==> config.mk <==
export PLATFORM = sky130hd
export DESIGN_NAME = remote_position_motor_controller
export DESIGN_NICKNAME = d
export VERILOG_FILES = /design/src/rtl/rpmc_pkg.sv /design/src/rtl/rpmc_csr.sv /design/src/rtl/rpmc_step.sv /design/src/rtl/remote_position_motor_controller.sv
export VERILOG_INCLUDE_DIRS = /design/src /design/src/rtl
export SDC_FILE = /design/constraint.sdc
export NUM_CORES = 1
export LEC_CHECK = 0
export BUFFER_PORTS_ARGS = -buffer_cell sky130_fd_sc_hd__buf_2
export CORE_AREA = 2 2 170 172
export CTS_CLUSTER_DIAMETER = 80
export CTS_CLUSTER_SIZE = 12
export DETAILED_ROUTE_END_ITERATION = 16
export DIE_AREA = 0 0 172 174
export PLACE_DENSITY = 0.72
export SYNTH_ARGS = -nofsm -noshare
export SYNTH_HDL_FRONTEND = slang
export SYNTH_SLANG_ARGS = --single-unit
export TNS_END_PERCENT = 100
==> constraint.sdc <==
create_clock -name clock -period 11.1 [get_ports clock]
set_input_delay 2.22 -clock clock [delete_from_list [all_inputs] [get_ports clock]]
set_output_delay 2.22 -clock clock [all_outputs]
set_load 0.01 [all_outputs]
==> src/rtl/remote_position_motor_controller_macros.svh <==
// ----------------------------------------------------------------------------
// Remote position motor controller assertion macros
// Shorthands for the concurrent checks in the controller, clocked on clock
// and disabled while reset is high.
// ----------------------------------------------------------------------------
`ifndef REMOTE_POSITION_MOTOR_CONTROLLER_MACROS_SVH
`define REMOTE_POSITION_MOTOR_CONTROLLER_MACROS_SVH

// Same-cycle implication check.
`define RPMC_ASSERT_IMP(label, ante, cons, msg) \
   label: assert property (@(posedge clock) disable iff (reset) (ante) |-> (cons)) \
      else $error(msg);

// Next-cycle implication check.
`define RPMC_ASSERT_NXT(label, ante, cons, msg) \
   label: assert property (@(posedge clock) disable iff (reset) (ante) |=> (cons)) \
      else $error(msg);

`endif

==> src/rtl/rpmc_pkg.sv <==
// ----------------------------------------------------------------------------
// Remote position motor controller package
// Shared types, program and drive codes, and the remote code decoder.
// ----------------------------------------------------------------------------
package rpmc_pkg;

   // Program selections.
   localparam logic [4:0] PROG_NONE         = 5'd0;
   localparam logic [4:0] PROG_PRESET_FIRST = 5'd1;
   localparam logic [4:0] PROG_PRESET_LAST  = 5'd9;
   localparam logic [4:0] PROG_STOP         = 5'd10;
   localparam logic [4:0] PROG_BOTTOM       = 5'd11;
   localparam logic [4:0] PROG_TOP          = 5'd12;
   localparam logic [4:0] PROG_CYCLE        = 5'd13;
   localparam logic [4:0] PROG_LEFT         = 5'd14;
   localparam logic [4:0] PROG_DOWN         = 5'd15;
   localparam logic [4:0] PROG_RIGHT        = 5'd16;
   localparam logic [4:0] PROG_UP           = 5'd17;

   // Motor drive codes.
   localparam logic [1:0] DRV_BRAKE = 2'd0;
   localparam logic [1:0] DRV_UP    = 2'd1;
   localparam logic [1:0] DRV_DOWN  = 2'd2;

   // Remote command bytes.
   localparam logic [7:0] IR_PRESET1 = 8'h45;
   localparam logic [7:0] IR_PRESET2 = 8'h46;
   localparam logic [7:0] IR_PRESET3 = 8'h47;
   localparam logic [7:0] IR_PRESET4 = 8'h44;
   localparam logic [7:0] IR_PRESET5 = 8'h40;
   localparam logic [7:0] IR_PRESET6 = 8'h43;
   localparam logic [7:0] IR_PRESET7 = 8'h07;
   localparam logic [7:0] IR_PRESET8 = 8'h15;
   localparam logic [7:0] IR_PRESET9 = 8'h09;
   localparam logic [7:0] IR_STOP    = 8'h19;
   localparam logic [7:0] IR_BOTTOM  = 8'h16;
   localparam logic [7:0] IR_TOP     = 8'h0D;
   localparam logic [7:0] IR_CYCLE   = 8'h1C;
   localparam logic [7:0] IR_LEFT    = 8'h08;
   localparam logic [7:0] IR_DOWN    = 8'h52;
   localparam logic [7:0] IR_RIGHT   = 8'h5A;
   localparam logic [7:0] IR_UP      = 8'h18;

   // Configuration register indexes.
   localparam logic [1:0] CSR_FULL_TRAVEL = 2'd0;
   localparam logic [1:0] CSR_PRESET_STEP = 2'd1;
   localparam logic [1:0] CSR_TOLERANCE   = 2'd2;
   localparam logic [1:0] CSR_PAUSE_MS    = 2'd3;

   // Configuration reset values.
   localparam logic [14:0] FULL_TRAVEL_RST = 15'd1430;
   localparam logic [14:0] PRESET_STEP_RST = 15'd143;
   localparam logic [9:0]  TOLERANCE_RST   = 10'd14;
   localparam logic [15:0] PAUSE_MS_RST    = 16'd300;

   typedef struct packed {
      logic [14:0] full_travel;
      logic [14:0] preset_step;
      logic [9:0]  tolerance;
      logic [15:0] pause_ms;
   } cfg_type;

   typedef struct packed {
      logic       enc_a;
      logic       enc_b;
      logic       ir_valid;
      logic [7:0] ir_code;
      logic       ms_tick;
   } item_type;

   typedef struct packed {
      logic [15:0] position;
      logic [15:0] target;
      logic        last_a;
      logic [4:0]  prog;
      logic [1:0]  drive;
      logic        pause_pending;
      logic [15:0] pause_left;
   } state_type;

   typedef struct packed {
      logic [1:0]  drive;
      logic [15:0] position;
      logic [15:0] target;
      logic        at_target;
   } result_type;

   // Maps a remote command byte to a program; unknown bytes give PROG_NONE.
   function automatic logic [4:0] decode_code(input logic [7:0] code);
      logic [4:0] prog;
      unique case (code)
         IR_PRESET1: prog = 5'd1;
         IR_PRESET2: prog = 5'd2;
         IR_PRESET3: prog = 5'd3;
         IR_PRESET4: prog = 5'd4;
         IR_PRESET5: prog = 5'd5;
         IR_PRESET6: prog = 5'd6;
         IR_PRESET7: prog = 5'd7;
         IR_PRESET8: prog = 5'd8;
         IR_PRESET9: prog = 5'd9;
         IR_STOP:    prog = PROG_STOP;
         IR_BOTTOM:  prog = PROG_BOTTOM;
         IR_TOP:     prog = PROG_TOP;
         IR_CYCLE:   prog = PROG_CYCLE;
         IR_LEFT:    prog = PROG_LEFT;
         IR_DOWN:    prog = PROG_DOWN;
         IR_RIGHT:   prog = PROG_RIGHT;
         IR_UP:      prog = PROG_UP;
         default:    prog = PROG_NONE;
      endcase
      return prog;
   endfunction

endpackage

==> src/rtl/rpmc_csr.sv <==
// ----------------------------------------------------------------------------
// Remote position motor controller configuration registers
// Holds the four settings and takes one register write per beat.
// ----------------------------------------------------------------------------
module rpmc_csr
   import rpmc_pkg::*;
(
   input  logic        clock,
   input  logic        reset,
   input  logic        wr_en,
   input  logic [1:0]  wr_index,
   input  logic [15:0] wr_data,
   output cfg_type     cfg
);

   cfg_type cfg_ff, cfg_in;

   always_comb begin
      cfg_in = cfg_ff;
      if (wr_en) begin
         unique case (wr_index)
            CSR_FULL_TRAVEL: cfg_in.full_travel = wr_data[14:0];
            CSR_PRESET_STEP: cfg_in.preset_step = wr_data[14:0];
            CSR_TOLERANCE:   cfg_in.tolerance   = wr_data[9:0];
            CSR_PAUSE_MS:    cfg_in.pause_ms    = wr_data;
            default:         cfg_in = cfg_ff;
         endcase
      end
   end

   always_ff @(posedge clock) begin
      if (reset) begin
         cfg_ff.full_travel <= FULL_TRAVEL_RST;
         cfg_ff.preset_step <= PRESET_STEP_RST;
         cfg_ff.tolerance   <= TOLERANCE_RST;
         cfg_ff.pause_ms    <= PAUSE_MS_RST;
      end else begin
         cfg_ff <= cfg_in;
      end
   end

   assign cfg = cfg_ff;

endmodule

==> src/rtl/rpmc_step.sv <==
// ----------------------------------------------------------------------------
// Remote position motor controller step logic
// Computes the next controller state and the result of one sample tick.
// ----------------------------------------------------------------------------
module rpmc_step
   import rpmc_pkg::*;
(
   input  cfg_type    cfg,
   input  state_type  cur,
   input  item_type   item,
   output state_type  nxt,
   output result_type res
);

   logic [15:0]        pos;
   logic signed [16:0] diff;
   logic signed [16:0] tol_s;
   logic               at_raw;
   logic               at;
   logic [4:0]         dec;
   logic [4:0]         prog;
   logic [4:0]         prog_next;
   logic [16:0]        nudge;
   logic signed [17:0] pos_wide;
   logic signed [17:0] nudge_dn;
   logic signed [17:0] nudge_up;
   logic [18:0]        preset_prod;
   logic [15:0]        preset_tgt;
   logic [15:0]        tgt;
   logic [15:0]        tgt_out;
   logic               pend;
   logic [15:0]        left;
   logic [1:0]         drv;

   always_comb begin
      // Encoder counts on a rising edge of line A.
      pos = cur.position;
      if (item.enc_a && !cur.last_a) begin
         pos = item.enc_b ? cur.position - 16'd1 : cur.position + 16'd1;
      end

      diff   = $signed({cur.target[15], cur.target}) - $signed({pos[15], pos});
      tol_s  = $signed({7'd0, cfg.tolerance});
      at_raw = (diff >= -tol_s) && (diff <= tol_s);

      dec  = decode_code(item.ir_code);
      prog = (item.ir_valid && (dec != PROG_NONE)) ? dec : cur.prog;

      // Nudge distance is one or two preset steps.
      nudge    = ((prog == PROG_DOWN) || (prog == PROG_UP)) ?
                 {1'b0, cfg.preset_step, 1'b0} : {2'b00, cfg.preset_step};
      pos_wide = $signed({{2{pos[15]}}, pos});
      nudge_dn = pos_wide - $signed({1'b0, nudge});
      nudge_up = pos_wide + $signed({1'b0, nudge});

      preset_prod = {15'd0, prog[3:0]} * {4'd0, cfg.preset_step};
      preset_tgt  = (|preset_prod[18:15]) ? 16'h7FFF : {1'b0, preset_prod[14:0]};

      tgt       = cur.target;
      at        = at_raw;
      prog_next = prog;
      pend      = cur.pause_pending;
      left      = cur.pause_left;

      unique case (prog) inside
         PROG_TOP:    tgt = {1'b0, cfg.full_travel};
         PROG_BOTTOM: tgt = 16'd0;
         PROG_STOP: begin
            at  = 1'b1;
            tgt = pos;
         end
         PROG_CYCLE: begin
            if (at_raw && !cur.pause_pending) begin
               pend = 1'b1;
               left = cfg.pause_ms;
            end
         end
         PROG_LEFT, PROG_DOWN: begin
            if (at_raw) begin
               tgt = nudge_dn[17] ? 16'd0 : nudge_dn[15:0];
            end
            prog_next = PROG_NONE;
         end
         PROG_RIGHT, PROG_UP: begin
            if (at_raw) begin
               tgt = (nudge_up > $signed({3'd0, cfg.full_travel})) ?
                     {1'b0, cfg.full_travel} : nudge_up[15:0];
            end
            prog_next = PROG_NONE;
         end
         [PROG_PRESET_FIRST:PROG_PRESET_LAST]: tgt = preset_tgt;
         default: prog_next = PROG_NONE;
      endcase

      // Drive follows the program's target, before any pause expiry.
      if (at) begin
         drv = DRV_BRAKE;
      end else if ($signed(pos) < $signed(tgt)) begin
         drv = ($signed(pos) >= $signed({1'b0, cfg.full_travel})) ? DRV_BRAKE : DRV_UP;
      end else if ($signed(pos) > $signed(16'd0)) begin
         drv = DRV_DOWN;
      end else begin
         drv = cur.drive;
      end

      // A pause armed in an earlier tick counts down here; at its end the
      // target flips between the two ends of travel.
      tgt_out = tgt;
      if (cur.pause_pending && item.ms_tick) begin
         if (cur.pause_left <= 16'd1) begin
            left    = 16'd0;
            pend    = 1'b0;
            tgt_out = ($signed(tgt) <= $signed({6'd0, cfg.tolerance})) ?
                      {1'b0, cfg.full_travel} : 16'd0;
         end else begin
            left = cur.pause_left - 16'd1;
         end
      end

      nxt.position      = pos;
      nxt.target        = tgt_out;
      nxt.last_a        = item.enc_a;
      nxt.prog          = prog_next;
      nxt.drive         = drv;
      nxt.pause_pending = pend;
      nxt.pause_left    = left;

      res.drive     = drv;
      res.position  = pos;
      res.target    = tgt_out;
      res.at_target = at;
   end

endmodule

==> src/rtl/remote_position_motor_controller.sv <==
// ----------------------------------------------------------------------------
// Remote position motor controller
// Encoder counting, remote program selection and motor drive per sample tick.
// ----------------------------------------------------------------------------
// Each req beat is one sample tick carrying the encoder levels, an optional
// decoded remote code and a millisecond flag; each tick yields exactly one
// rsp beat with the motor drive, the position after counting, the target and
// the at-target flag. A beat is captured in an input register, the whole
// update is done by the step logic once the output register is free or is
// being emptied, and the result lands in an output register. One beat is
// accepted every cycle while rsp_tready is high; the single step stage,
// which reads and writes the controller state in the same cycle, sets that
// rate of one tick per cycle. When the output register holds a result that
// has not been taken, the input register still takes one more beat before
// req_tready drops. Configuration writes are always ready and take effect
// on the next cycle; they must be made only while no tick is in flight.
// ----------------------------------------------------------------------------
`include "remote_position_motor_controller_macros.svh"

module remote_position_motor_controller
   import rpmc_pkg::*;
(
   input  logic        clock,
   input  logic        reset,
   // Sample tick stream.
   input  logic        req_tvalid,
   output logic        req_tready,
   // [0] enc_a, [1] enc_b, [2] ir_valid, [10:3] ir_code, [11] ms_tick, rest zero
   input  logic [15:0] req_tdata,
   // Result stream.
   output logic        rsp_tvalid,
   input  logic        rsp_tready,
   // [1:0] drive, [17:2] position, [33:18] target, [34] at_target, rest zero
   output logic [39:0] rsp_tdata,
   // Configuration write channel.
   input  logic        csr_valid,
   output logic        csr_ready,
   input  logic [1:0]  csr_index,
   input  logic [15:0] csr_data
);

   cfg_type    cfg;
   item_type   item_ff, item_in;
   logic       in_valid_ff, in_valid_in;
   logic       out_valid_ff, out_valid_in;
   result_type out_ff;
   state_type  state_ff, state_nxt;
   result_type step_res;
   logic       fire;
   logic       req_beat;

   assign csr_ready = 1'b1;

   rpmc_csr u_csr (
      .clock    (clock),
      .reset    (reset),
      .wr_en    (csr_valid),
      .wr_index (csr_index),
      .wr_data  (csr_data),
      .cfg      (cfg)
   );

   rpmc_step u_step (
      .cfg  (cfg),
      .cur  (state_ff),
      .item (item_ff),
      .nxt  (state_nxt),
      .res  (step_res)
   );

   // The step runs when a tick is held and the output register is free or
   // being emptied in this cycle.
   assign fire       = in_valid_ff && (!out_valid_ff || rsp_tready);
   assign req_tready = !in_valid_ff || fire;
   assign req_beat   = req_tvalid && req_tready;

   always_comb begin
      item_in.enc_a    = req_tdata[0];
      item_in.enc_b    = req_tdata[1];
      item_in.ir_valid = req_tdata[2];
      item_in.ir_code  = req_tdata[10:3];
      item_in.ms_tick  = req_tdata[11];
   end

   assign in_valid_in  = req_beat ? 1'b1 : (fire ? 1'b0 : in_valid_ff);
   assign out_valid_in = fire ? 1'b1 : (rsp_tready ? 1'b0 : out_valid_ff);

   always_ff @(posedge clock) begin
      if (reset) begin
         in_valid_ff             <= 1'b0;
         out_valid_ff            <= 1'b0;
         state_ff.position       <= 16'd0;
         state_ff.target         <= 16'd0;
         state_ff.last_a         <= 1'b0;
         state_ff.prog           <= PROG_NONE;
         state_ff.drive          <= DRV_BRAKE;
         state_ff.pause_pending  <= 1'b0;
         state_ff.pause_left     <= 16'd0;
      end else begin
         in_valid_ff  <= in_valid_in;
         out_valid_ff <= out_valid_in;
         if (fire) begin
            state_ff <= state_nxt;
         end
      end
   end

   // Payload registers.
   always_ff @(posedge clock) begin
      if (req_beat) begin
         item_ff <= item_in;
      end
      if (fire) begin
         out_ff <= step_res;
      end
   end

   assign rsp_tvalid = out_valid_ff;
   assign rsp_tdata  = {5'd0, out_ff.at_target, out_ff.target, out_ff.position, out_ff.drive};

   // A result flagged at target always brakes the motor.
   `RPMC_ASSERT_IMP(a_at_target_brakes, rsp_tvalid && out_ff.at_target, out_ff.drive == DRV_BRAKE, "at target without brake")

   // The pause counter is idle at zero whenever no pause is pending.
   `RPMC_ASSERT_IMP(a_pause_idle, !state_ff.pause_pending, state_ff.pause_left == 16'd0, "pause count without pending pause")

   // One tick moves the position by at most one pulse.
   `RPMC_ASSERT_NXT(a_position_step, fire, (state_ff.position == $past(state_ff.position)) || (state_ff.position == $past(state_ff.position) + 16'd1) || (state_ff.position == $past(state_ff.position) - 16'd1), "position jumped")

   // One-shot nudges never survive past the tick that ran them.
   `RPMC_ASSERT_IMP(a_no_stored_nudge, in_valid_ff, state_ff.prog <= PROG_CYCLE, "nudge program left selected")

endmodule
== Word level (Yosys, flattened, before mapping) ==
Cells that the tools add are included.
Word-level totals
  flip-flop bits (word level): 162
  word-level logic and storage cells: 130
  output and inout port bits: 43
Operators by class
  $add $sub $neg: 7
  multiplexer cells: 32
  equality and inequality tests: 28
  $mul: 1
  reduce and logical (&&, ||, !) cells: 30
  $lt $le $gt $ge: 10
Operators by type and width (number)
  16-bit 2-to-1 mux: 13
  16-bit case mux with 6 select lines: 1
  5-bit case mux with 17 select lines: 1
  8-bit by 7-bit equality test with 1-bit output, second input constant: 8
  8-bit by 5-bit equality test with 1-bit output, second input constant: 5
  16-bit by 1-bit subtractor with 16-bit output, second input constant: 2
  5-bit by 4-bit equality test with 1-bit output, second input constant: 6
  15-bit 2-to-1 mux: 2
  8-bit by 4-bit equality test with 1-bit output, second input constant: 3
  4-bit by 15-bit multiplier with 19-bit output: 1
  16-bit by 17-bit adder with 18-bit output: 1
  18-bit by 16-bit > comparator with 1-bit output: 1
  16-bit by 17-bit subtractor with 18-bit output: 1
  17-bit >= comparator: 1
  17-bit by 11-bit less-or-equal comparator with 1-bit output: 1
  10-bit negator with 17-bit output: 1
  16-bit by 16-bit subtractor with 17-bit output: 1
  16-bit by 1-bit adder with 16-bit output, second input constant: 1
  16-bit >= comparator: 1
  16-bit by 1-bit > comparator with 1-bit output, second input constant: 1
  16-bit by 1-bit less-or-equal comparator with 1-bit output, second input constant: 1
  16-bit by 11-bit less-or-equal comparator with 1-bit output: 1
  16-bit < comparator: 1
  5-bit equality test, second input constant: 2
  19 further kinds: 51

== Longest topological paths before layout ==
Gate-level depths: netlist (run 1).
  depth after elaboration: 17
  mapped depth: 53
  gate-level depth less buffers: 46

== By module ==
Synthesis (run 1) repeated with hierarchy kept, for this count alone.
Second synthesis, totals
  cell total of the unflattened synthesis: 1976
  area, all modules: 16465.8 µm²
Modules (own cells, without submodules)
  rpmc_step: instances 1, area an instance 10124.7 µm², seq. area each 0.0 µm², cells each 1450
  remote_position_motor_controller: instances 1, area an instance 4098.9 µm², seq. area each 2592.5 µm², cells each 312
  rpmc_csr: instances 1, area an instance 2242.2 µm², seq. area each 1121.1 µm², cells each 214

== Least setup slack after synthesis (run 1) ==
Ideal clock, no wire load.
  path kind: register to register
  start point: register item_ff[6] (netlist name)
  end point: register state_ff[33] (netlist name)
  period minus slack after synthesis: 10199 ps
  library setup time: 73 ps
  path slack: 901 ps
  required time: 11027 ps
  arrival: 10126 ps
  path buffers: 6
  cell stages (with the launch flop): 51
  cell sequence: edfxtp_1 -> nor4b_4 -> and4b_1 -> a21oi_2 -> a211o_1 -> o21a_1 -> or4_1 -> clkbuf_1 -> nand2_1 -> and2_1 -> clkbuf_1 -> clkbuf_1 -> mux2_2 -> ha_1 -> buf_2 -> a21oi_1 -> inv_1 -> o2111ai_1 -> (+15 left out) -> o22ai_1 -> a211oi_1 -> inv_1 -> ha_1 -> nor2b_1 -> o21a_1 -> o21a_1 -> o21a_1 -> o21ai_0 -> nand2b_1 -> a21oi_1 -> nor2b_1 -> o21ai_0 -> a21oi_1 -> nand4bb_1 -> o21a_4 -> a31o_4 -> nor3_2
On the way
  cells in the longest elaborated chain, start to end: 17
  elaborated cells between the ends (all ways): 50
  those cells by class: add/sub: 2; mul: 1; order compare: 4; eq/ne: 24; mux: 12; reduce/logical: 7
RTL lines
  from (decl): line remote_position_motor_controller.sv:43  | item_type item_ff, item_in;
  from (signal assigned): line remote_position_motor_controller.sv:111  | item_ff <= item_in;
  8-bit by 5-bit equality test with 1-bit output (tied with other cells): line rpmc_pkg.sv:91  | unique case (code)
  5-bit case mux with 17 select lines (*): line rpmc_pkg.sv:91
  5-bit nonzero test: line rpmc_step.sv:47  | prog = (item.ir_valid && (dec != PROG_NONE)) ? dec : cur.prog;
  1-bit logical AND: line rpmc_step.sv:47
  5-bit 2-to-1 mux (*): line rpmc_step.sv:47
  5-bit by 4-bit equality test with 1-bit output / 5-bit equality test (equally long branches): line rpmc_step.sv:50  | nudge = ((prog == PROG_DOWN) || (prog == PROG_UP)) ?
  1-bit logical OR: line rpmc_step.sv:50
  16-bit 2-to-1 mux: line rpmc_step.sv:50
  16-bit by 17-bit adder with 18-bit output: line rpmc_step.sv:54  | nudge_up = pos_wide + $signed({1'b0, nudge});
  18-bit by 16-bit > comparator with 1-bit output: line rpmc_step.sv:86  | tgt = (nudge_up > $signed({3'd0, cfg.full_travel})) ?
  16-bit 2-to-1 mux: line rpmc_step.sv:86
  16-bit 2-to-1 mux: line rpmc_step.sv:85  | if (at_raw) begin
  16-bit case mux with 6 select lines (*): line rpmc_step.sv:65  | unique case (prog) inside
  16-bit by 11-bit less-or-equal comparator with 1-bit output: line rpmc_step.sv:113  | tgt_out = ($signed(tgt) <= $signed({6'd0, cfg.tolerance})) ?
  15-bit 2-to-1 mux: line rpmc_step.sv:113
  16-bit 2-to-1 mux: line rpmc_step.sv:110  | if (cur.pause_left <= 16'd1) begin
  16-bit 2-to-1 mux (*): line rpmc_step.sv:109  | if (cur.pause_pending && item.ms_tick) begin
  to (signal assigned): line remote_position_motor_controller.sv:103  | state_ff <= state_nxt;
  to (decl): line remote_position_motor_controller.sv:47  | state_type state_ff, state_nxt;
Every way passes the cells marked *; elsewhere a longest branch is shown, timed or not.
A chain may end at the register's enable or synchronous reset.

==> results.json, run 1 <==
{
  "status": "finished clean",
  "synth_area_um2": 15260,
  "grt_pass1_wl_mm": 73.24,
  "synth_flop_cell": "dfxtp_1",
  "totalWireLength_mm": 46.39,
  "fmax_mhz": 94.00,
  "period_minus_slack_ps": 10640,
  "nets": 2185,
  "grt_pass1_vias": 13870,
  "finalWeightedCongestion": 0.9874,
  "cts.sinks": 162,
  "core-area_um2": 28240,
  "critPathArrivalTime_ps": 10830,
  "grt_use_total": 0.3112,
  "dp.cells": 2301,
  "final_common_cell": "nand2_1",
  "reg2reg_from": "item_ff[6]",
  "cts_buffer_depth": 2,
  "startpoint_type": "flop",
  "holdWs_ps": 458.6,
  "layout_common_cells": "nand2_1 (227), ha_1 (170), nor2_1 (163)",
  "root_buffer": "clkbuf_16",
  "yosys_register_bits": 162,
  "min_to": "u_csr.cfg[4]",
  "drc": 0,
  "drt_first_pass_iters": 5,
  "pin_count": 82,
  "maxCapViolations": 0,
  "htreeDepth": 4,
  "synth-seq-area-share": 0.2433,
  "yosysWarningCount": 0,
  "area_growth_pct": 10.08,
  "crit_path_end_kind": "flop",
  "synthArstFlopShare": 0,
  "wl_per_cell_um": 19.80,
  "syn-instance-count": 1887,
  "slew_headroom": 0.1525,
  "setup_violations": 0,
  "r2r_end": "rsp_tdata[20]",
  "cp_data_required_time_ps": 11290,
  "cp_common_cell": "a21oi_1",
  "die_h_um": 174,
  "cts_tree": "done",
  "cpPeakStageDelay_ps": 560,
  "peakVddDrop_mv": 0.08631,
  "antenna_found_initial": 0,
  "register_area_um2": 3714,
  "drtIter0Drc": 1359,
  "reg2reg_slack_ps": 460,
  "layout-drive-gt1-share": 0.1164,
  "vias": 14540,
  "clkSlewWorstSetupHoldPaths_ps": 80,
  "reg2regPathDepth": 45,
  "grt_max_degree": 67,
  "min_path_cells": 2,
  "cp_max_fo": 11,
  "hold_buffers": 0,
  "synth_edf_count": 47,
  "hold_class": "reg -> reg",
  "die_x_um": 172,
  "slew_viol_final": 0,
  "yosysUniqueCellTypes": 106,
  "routed_via_density": 6.207,
  "grt_overflow": 0,
  "ant_nets": 0,
  "rows": 62,
  "nFillCells": 2583,
  "cp_slowest_cell": "or4_1",
  "numCtsBuffers": 17,
  "finClkSkew_ps": 17.75,
  "avgSynthCellArea_um2": 8.089,
  "min_from": "u_csr.cfg[4]",
  "die_area_um2": 29930,
  "multiInputGateArea_um2": 10720,
  "port_buffers": 71,
  "fin_crit_sh": 0.9584,
  "worstMarginPinSlew_ps": 1239,
  "power_density_nw_per_um2": 123.6,
  "clk_latency_ps": 450,
  "worstSetupPathType": "reg -> reg",
  "antenna_cells_inserted": 0,
  "initial_utilization": 0.5405,
  "hpwlAfterDp_mm": 35.83,
  "final-hold-violation-count": 0,
  "layout.cells.non_filler": 2343,
  "leakage_nw": 7.354
}
report_power, final:
group | internal, mW | total [mW] | switching, mW
clock | 0.322 | 0.597 | 0.275
combinational | 0.323 | 0.812 | 0.489
sequential | 0.640 | 0.667 | 0.0270
cell usage after synthesis, drive strengths merged (26+ instances only):
cell    count  area [µm²]
nand3      31       155.2
nor3       27       151.4
a21o       28       210.2
xnor2      51       446.7
inv       141       529.3
clkbuf     65       244.0
dfxtp     115        2302
a21oi     162       818.3
o21ai      74       370.3
a211oi     39       302.8
and2       42       262.8
ha        170        2127
nor2      164       618.1
nand2     227       852.1
fa         30       600.6
edfxtp     47        1411
o21a       26       210.2
registers in the layout (all words and copies together), names as in the netlist:
signal and cells:
in_valid_ff 1, item_ff 12, rsp_tdata 35, rsp_tvalid 1, state_ff 57, u_csr.cfg 56
stage by stage:
stage / setup WS, ps / utilization / TNS [ps] / area, µm² / power, mW
floorplan: 900.9 / - / 0 / 15280 / 1.228
global route: -31.39 / 0.5950 / -102.7 / 16800 / 2.186
finish: 461.5 / 0.5950 / 0 / 16800 / 2.077
detailed placement: 356.8 / 0.5691 / 0 / 16070 / 1.450
CTS: 250.3 / 0.5900 / 0 / 16660 / 2.051
global placement: 386.8 / 0.5691 / 0 / 16070 / 1.431
timing repair:
action                     CTS  global route
setup buffers                0            10
gates resized for setup      0            14
setup endpoints to repair    0            34
cell families (layout without fill, tap and decap cells):
kind of cell | after synthesis | after routing | synth area share
XOR/XNOR | 74 | 74 | 0.04246
multiplexers | 31 | 31 | 0.02156
flip-flops | 162 | 162 | 0.2433
AND/OR/NAND/NOR | 652 | 652 | 0.2085
AO/OA/AOI/OAI | 533 | 533 | 0.2435
other | 2 | 6 | 0.0004920
buffers and inverters | 232 | 300 | 0.06082
adder cells (fa/ha/maj) | 201 | 201 | 0.1794
routing by layer:
layer / GRT usage / wire (µm) / up-vias
li1: - / - / 6911
met1: 0.4093 / 19400 / 6864
met2: 0.4891 / 20640 / 617
met3: 0.05897 / 3901 / 152
met4: 0.1520 / 2441 / 0
met5: 0 / 0 / -
layout make-up:
type                       count  area share
clock buffer                  20     0.02852
clock inverter                12    0.006478
inverter                     142     0.03172
multi-input combinational   1497      0.6378
sequential                   162      0.2210
tap                          384     0.02859
timing repair buffer         126     0.04587
worst max-delay path by stage:
stage,startpoint,endpoint
finish,item_ff[6],rsp_tdata[20]
global route,item_ff[6],rsp_tdata[26]
CTS,item_ff[6],rsp_tdata[21]
detailed placement,item_ff[6],rsp_tdata[21]
global placement,item_ff[6],rsp_tdata[21]
floorplan,item_ff[6],state_ff[33]
critical path, delay by kind of cell (launching register included):
| family | cells | cell delay, ps |
|---|---|---|
| AO/OA/AOI/OAI | 24 | 4860 |
| XOR/XNOR | 1 | 150 |
| adder cells (fa/ha/maj) | 3 | 1030 |
| buffers and inverters | 4 | 630 |
| flip-flops | 1 | 520 |
| multiplexers | 1 | 370 |
| AND/OR/NAND/NOR | 12 | 2820 |
No activity file was read; power rests on OpenSTA's default activity.
==> run 2, diff against run 1 <==
- CORE_AREA: 2 2 170 172 -> 2 2 179 164
- DIE_AREA: 0 0 172 174 -> 0 0 181 166
==> run 2 against run 1 <==
  * Wire length increased by 0.78%
  * Die area increased by 0.39%
  * First-iteration DRC count increased by 7.7%
  * Global-route usage decreased by 0.15 points
  * Total power decreased by 0.42%
  * Fmax increased by 0.61%
  * Non-clock buffer count increased by 14
  * Critical path depth decreased by 2
  * Count of clock-buffer cells in the layout decreased by 3
  * Sequential share of layout area decreased by 0.10 points
  * Flip-flop and latch count unchanged
  * Sequential power about the same
==> results.json, run 2 (synthesis results as in run 1) <==
{
  "rsz0062_at_grt": "no",
  "core-area_um2": 28350,
  "combPwrFrac": 0.398,
  "antenna_cells_inserted": 0,
  "cp_common_cell": "buf_4",
  "drt_first_pass_iters": 6,
  "grt.met1_usage": 0.4283,
  "finClkSkew_ps": 13.21,
  "die_h_um": 166,
  "startpoint_type": "flop",
  "cts_tree": "done",
  "hold_class": "reg -> reg",
  "grt_overflow": 0,
  "hpwlAfterDp_mm": 36.47,
  "grt_use_total": 0.3098,
  "crit_family": "compound AO/OA/AOI/OAI gates",
  "ant_nets": 0,
  "area_growth_pct": 10.61,
  "worstMarginPinSlew_ps": 1168,
  "finalWeightedCongestion": 0.9979,
  "drc": 0,
  "pwr-share-seq": 0.323,
  "holdWs_ps": 461.2,
  "grt_max_degree": 78,
  "layout.cells.non_filler": 2339,
  "wl_per_cell_um": 19.99,
  "switching_share": 0.3862,
  "grt_pass1_wl_mm": 74.19,
  "worstSetupPathType": "reg -> reg",
  "crit_path_end_kind": "flop",
  "rows": 59,
  "critPathArrivalTime_ps": 10760,
  "layout-drive-gt1-share": 0.1247,
  "cts.sinks": 162,
  "final-hold-violation-count": 0,
  "largest_reg_flops": 57,
  "vias": 14520,
  "p_int_mw": 1.270,
  "slew_viol_final": 0,
  "setup_tns_ps": 0,
  "drtIter0Drc": 1464,
  "cp_data_required_time_ps": 11290,
  "antenna_found_initial": 0,
  "p_clk_frac": 0.279,
  "setup_violations": 0,
  "slew_headroom": 0.2180,
  "clkSlewWorstSetupHoldPaths_ps": 70,
  "grt_pass1_vias": 13600,
  "use_met2": 0.4962,
  "fmax_mhz": 94.57,
  "status": "finished clean",
  "initial_utilization": 0.5384,
  "gr-usage-met3": 0.05154,
  "numCtsBuffers": 17,
  "peakVddDrop_mv": 0.1078,
  "finalCoreUtilization": 0.5956,
  "layout_common_cells": "nand2_1 (227), ha_1 (170), nor2_1 (163)",
  "hold_buffers": 0,
  "port_buffers": 71,
  "die_area_um2": 30050,
  "p_switching_uw": 798.8,
  "totalWireLength_mm": 46.75,
  "period_minus_slack_ps": 10570,
  "htreeDepth": 4,
  "root_buffer": "clkbuf_16",
  "die_x_um": 181,
  "cp_max_fo": 11,
  "nFillCells": 2609,
  "nets": 2199,
  "clk_latency_ps": 440,
  "cp_slowest_cell": "edfxtp_1",
  "fin_crit_sh": 0.9526,
  "dp.cells": 2294,
  "final_common_cell": "nand2_1",
  "critPathBufInv": 5,
  "routed_via_density": 6.206,
  "leakage_nw": 7.415,
  "top_register": "state_ff",
  "finalPower_mw": 2.068,
  "cts_buffer_depth": 2,
  "maxCapViolations": 0,
  "grt-busiest-layer": "met2",
  "pin_count": 82,
  "power_density_nw_per_um2": 122.5,
  "cpPeakStageDelay_ps": 530
}
-- run 2: cell count changes in the layout (fill, tap and decap cells not counted), moves of 2 or more --
| cell | delta |
|---|---|
| buf_4 | +14 |
| clkinv_2 | -2 |
| inv_8 | +2 |
| clkinv_4 | +2 |
| a21oi_2 | +2 |
| clkbuf_16 | -2 |
-- run 2: repair_timing --
item | in CTS | in global routing
endpoints found under the setup margin | 0 | 34
setup buffers | 0 | 13
gates resized for setup | 0 | 16
-- run 2: through the flow --
step	instance area (µm²)	setup WS, ps
6_report	16880	525.6
5_1_grt	16880	10.02
4_1_cts	16710	75.28
3_5_place_dp	16130	160.3
3_3_place_gp	16130	393.3
2_1_floorplan	15280	900.9
-- run 2: worst reg2reg max path, delay by kind of cell, from the launching register on --
family	cells	cell delay, ps
muxes	2	570
DFF	1	530
buffers and inverters	5	880
AOI/OAI and AO/OA	18	4260
adders and majority gates	3	820
and+or+nand+nor	15	3250
-- run 2: routing by layer --
layer | wire length [µm] | vias to the layer above
li1 | - | 6940
met1 | 20850 | 6866
met2 | 20750 | 624
met3 | 3728 | 85
met4 | 1418 | 0
met5 | 0 | -
-- run 2: power by group through the flow --
stage	sequential, mW	clock [mW]	combinational [mW]
5_1_grt	0.671	0.611	0.902
4_1_cts	0.668	0.586	0.789
3_3_place_gp	0.680	0	0.768
2_1_floorplan	0.675	0	0.553
3_5_place_dp	0.682	0	0.783
6_report	0.668	0.578	0.823
-- run 2: area by class of cell --
cell class                 count  area, µm²  share of cell area
clock buffer                  17      425.4             0.02520
multi-input combinational   1497      10720              0.6351
clock inverter                15      153.9            0.009116
timing repair buffer         140      875.8             0.05188
sequential                   162       3714              0.2200
tap                          366      457.9             0.02713
inverter                     142      533.0             0.03157
-- run 2: path summary, 6_finish.rpt --
kind                 start            end  slack (ps)  cells after the start
max             item_ff[7]   rsp_tdata[0]         530                     43
min          u_csr.cfg[15]  u_csr.cfg[15]         460                      2
max reg2reg     item_ff[7]   rsp_tdata[0]         530                     43
min reg2reg  u_csr.cfg[15]  u_csr.cfg[15]         460                      2
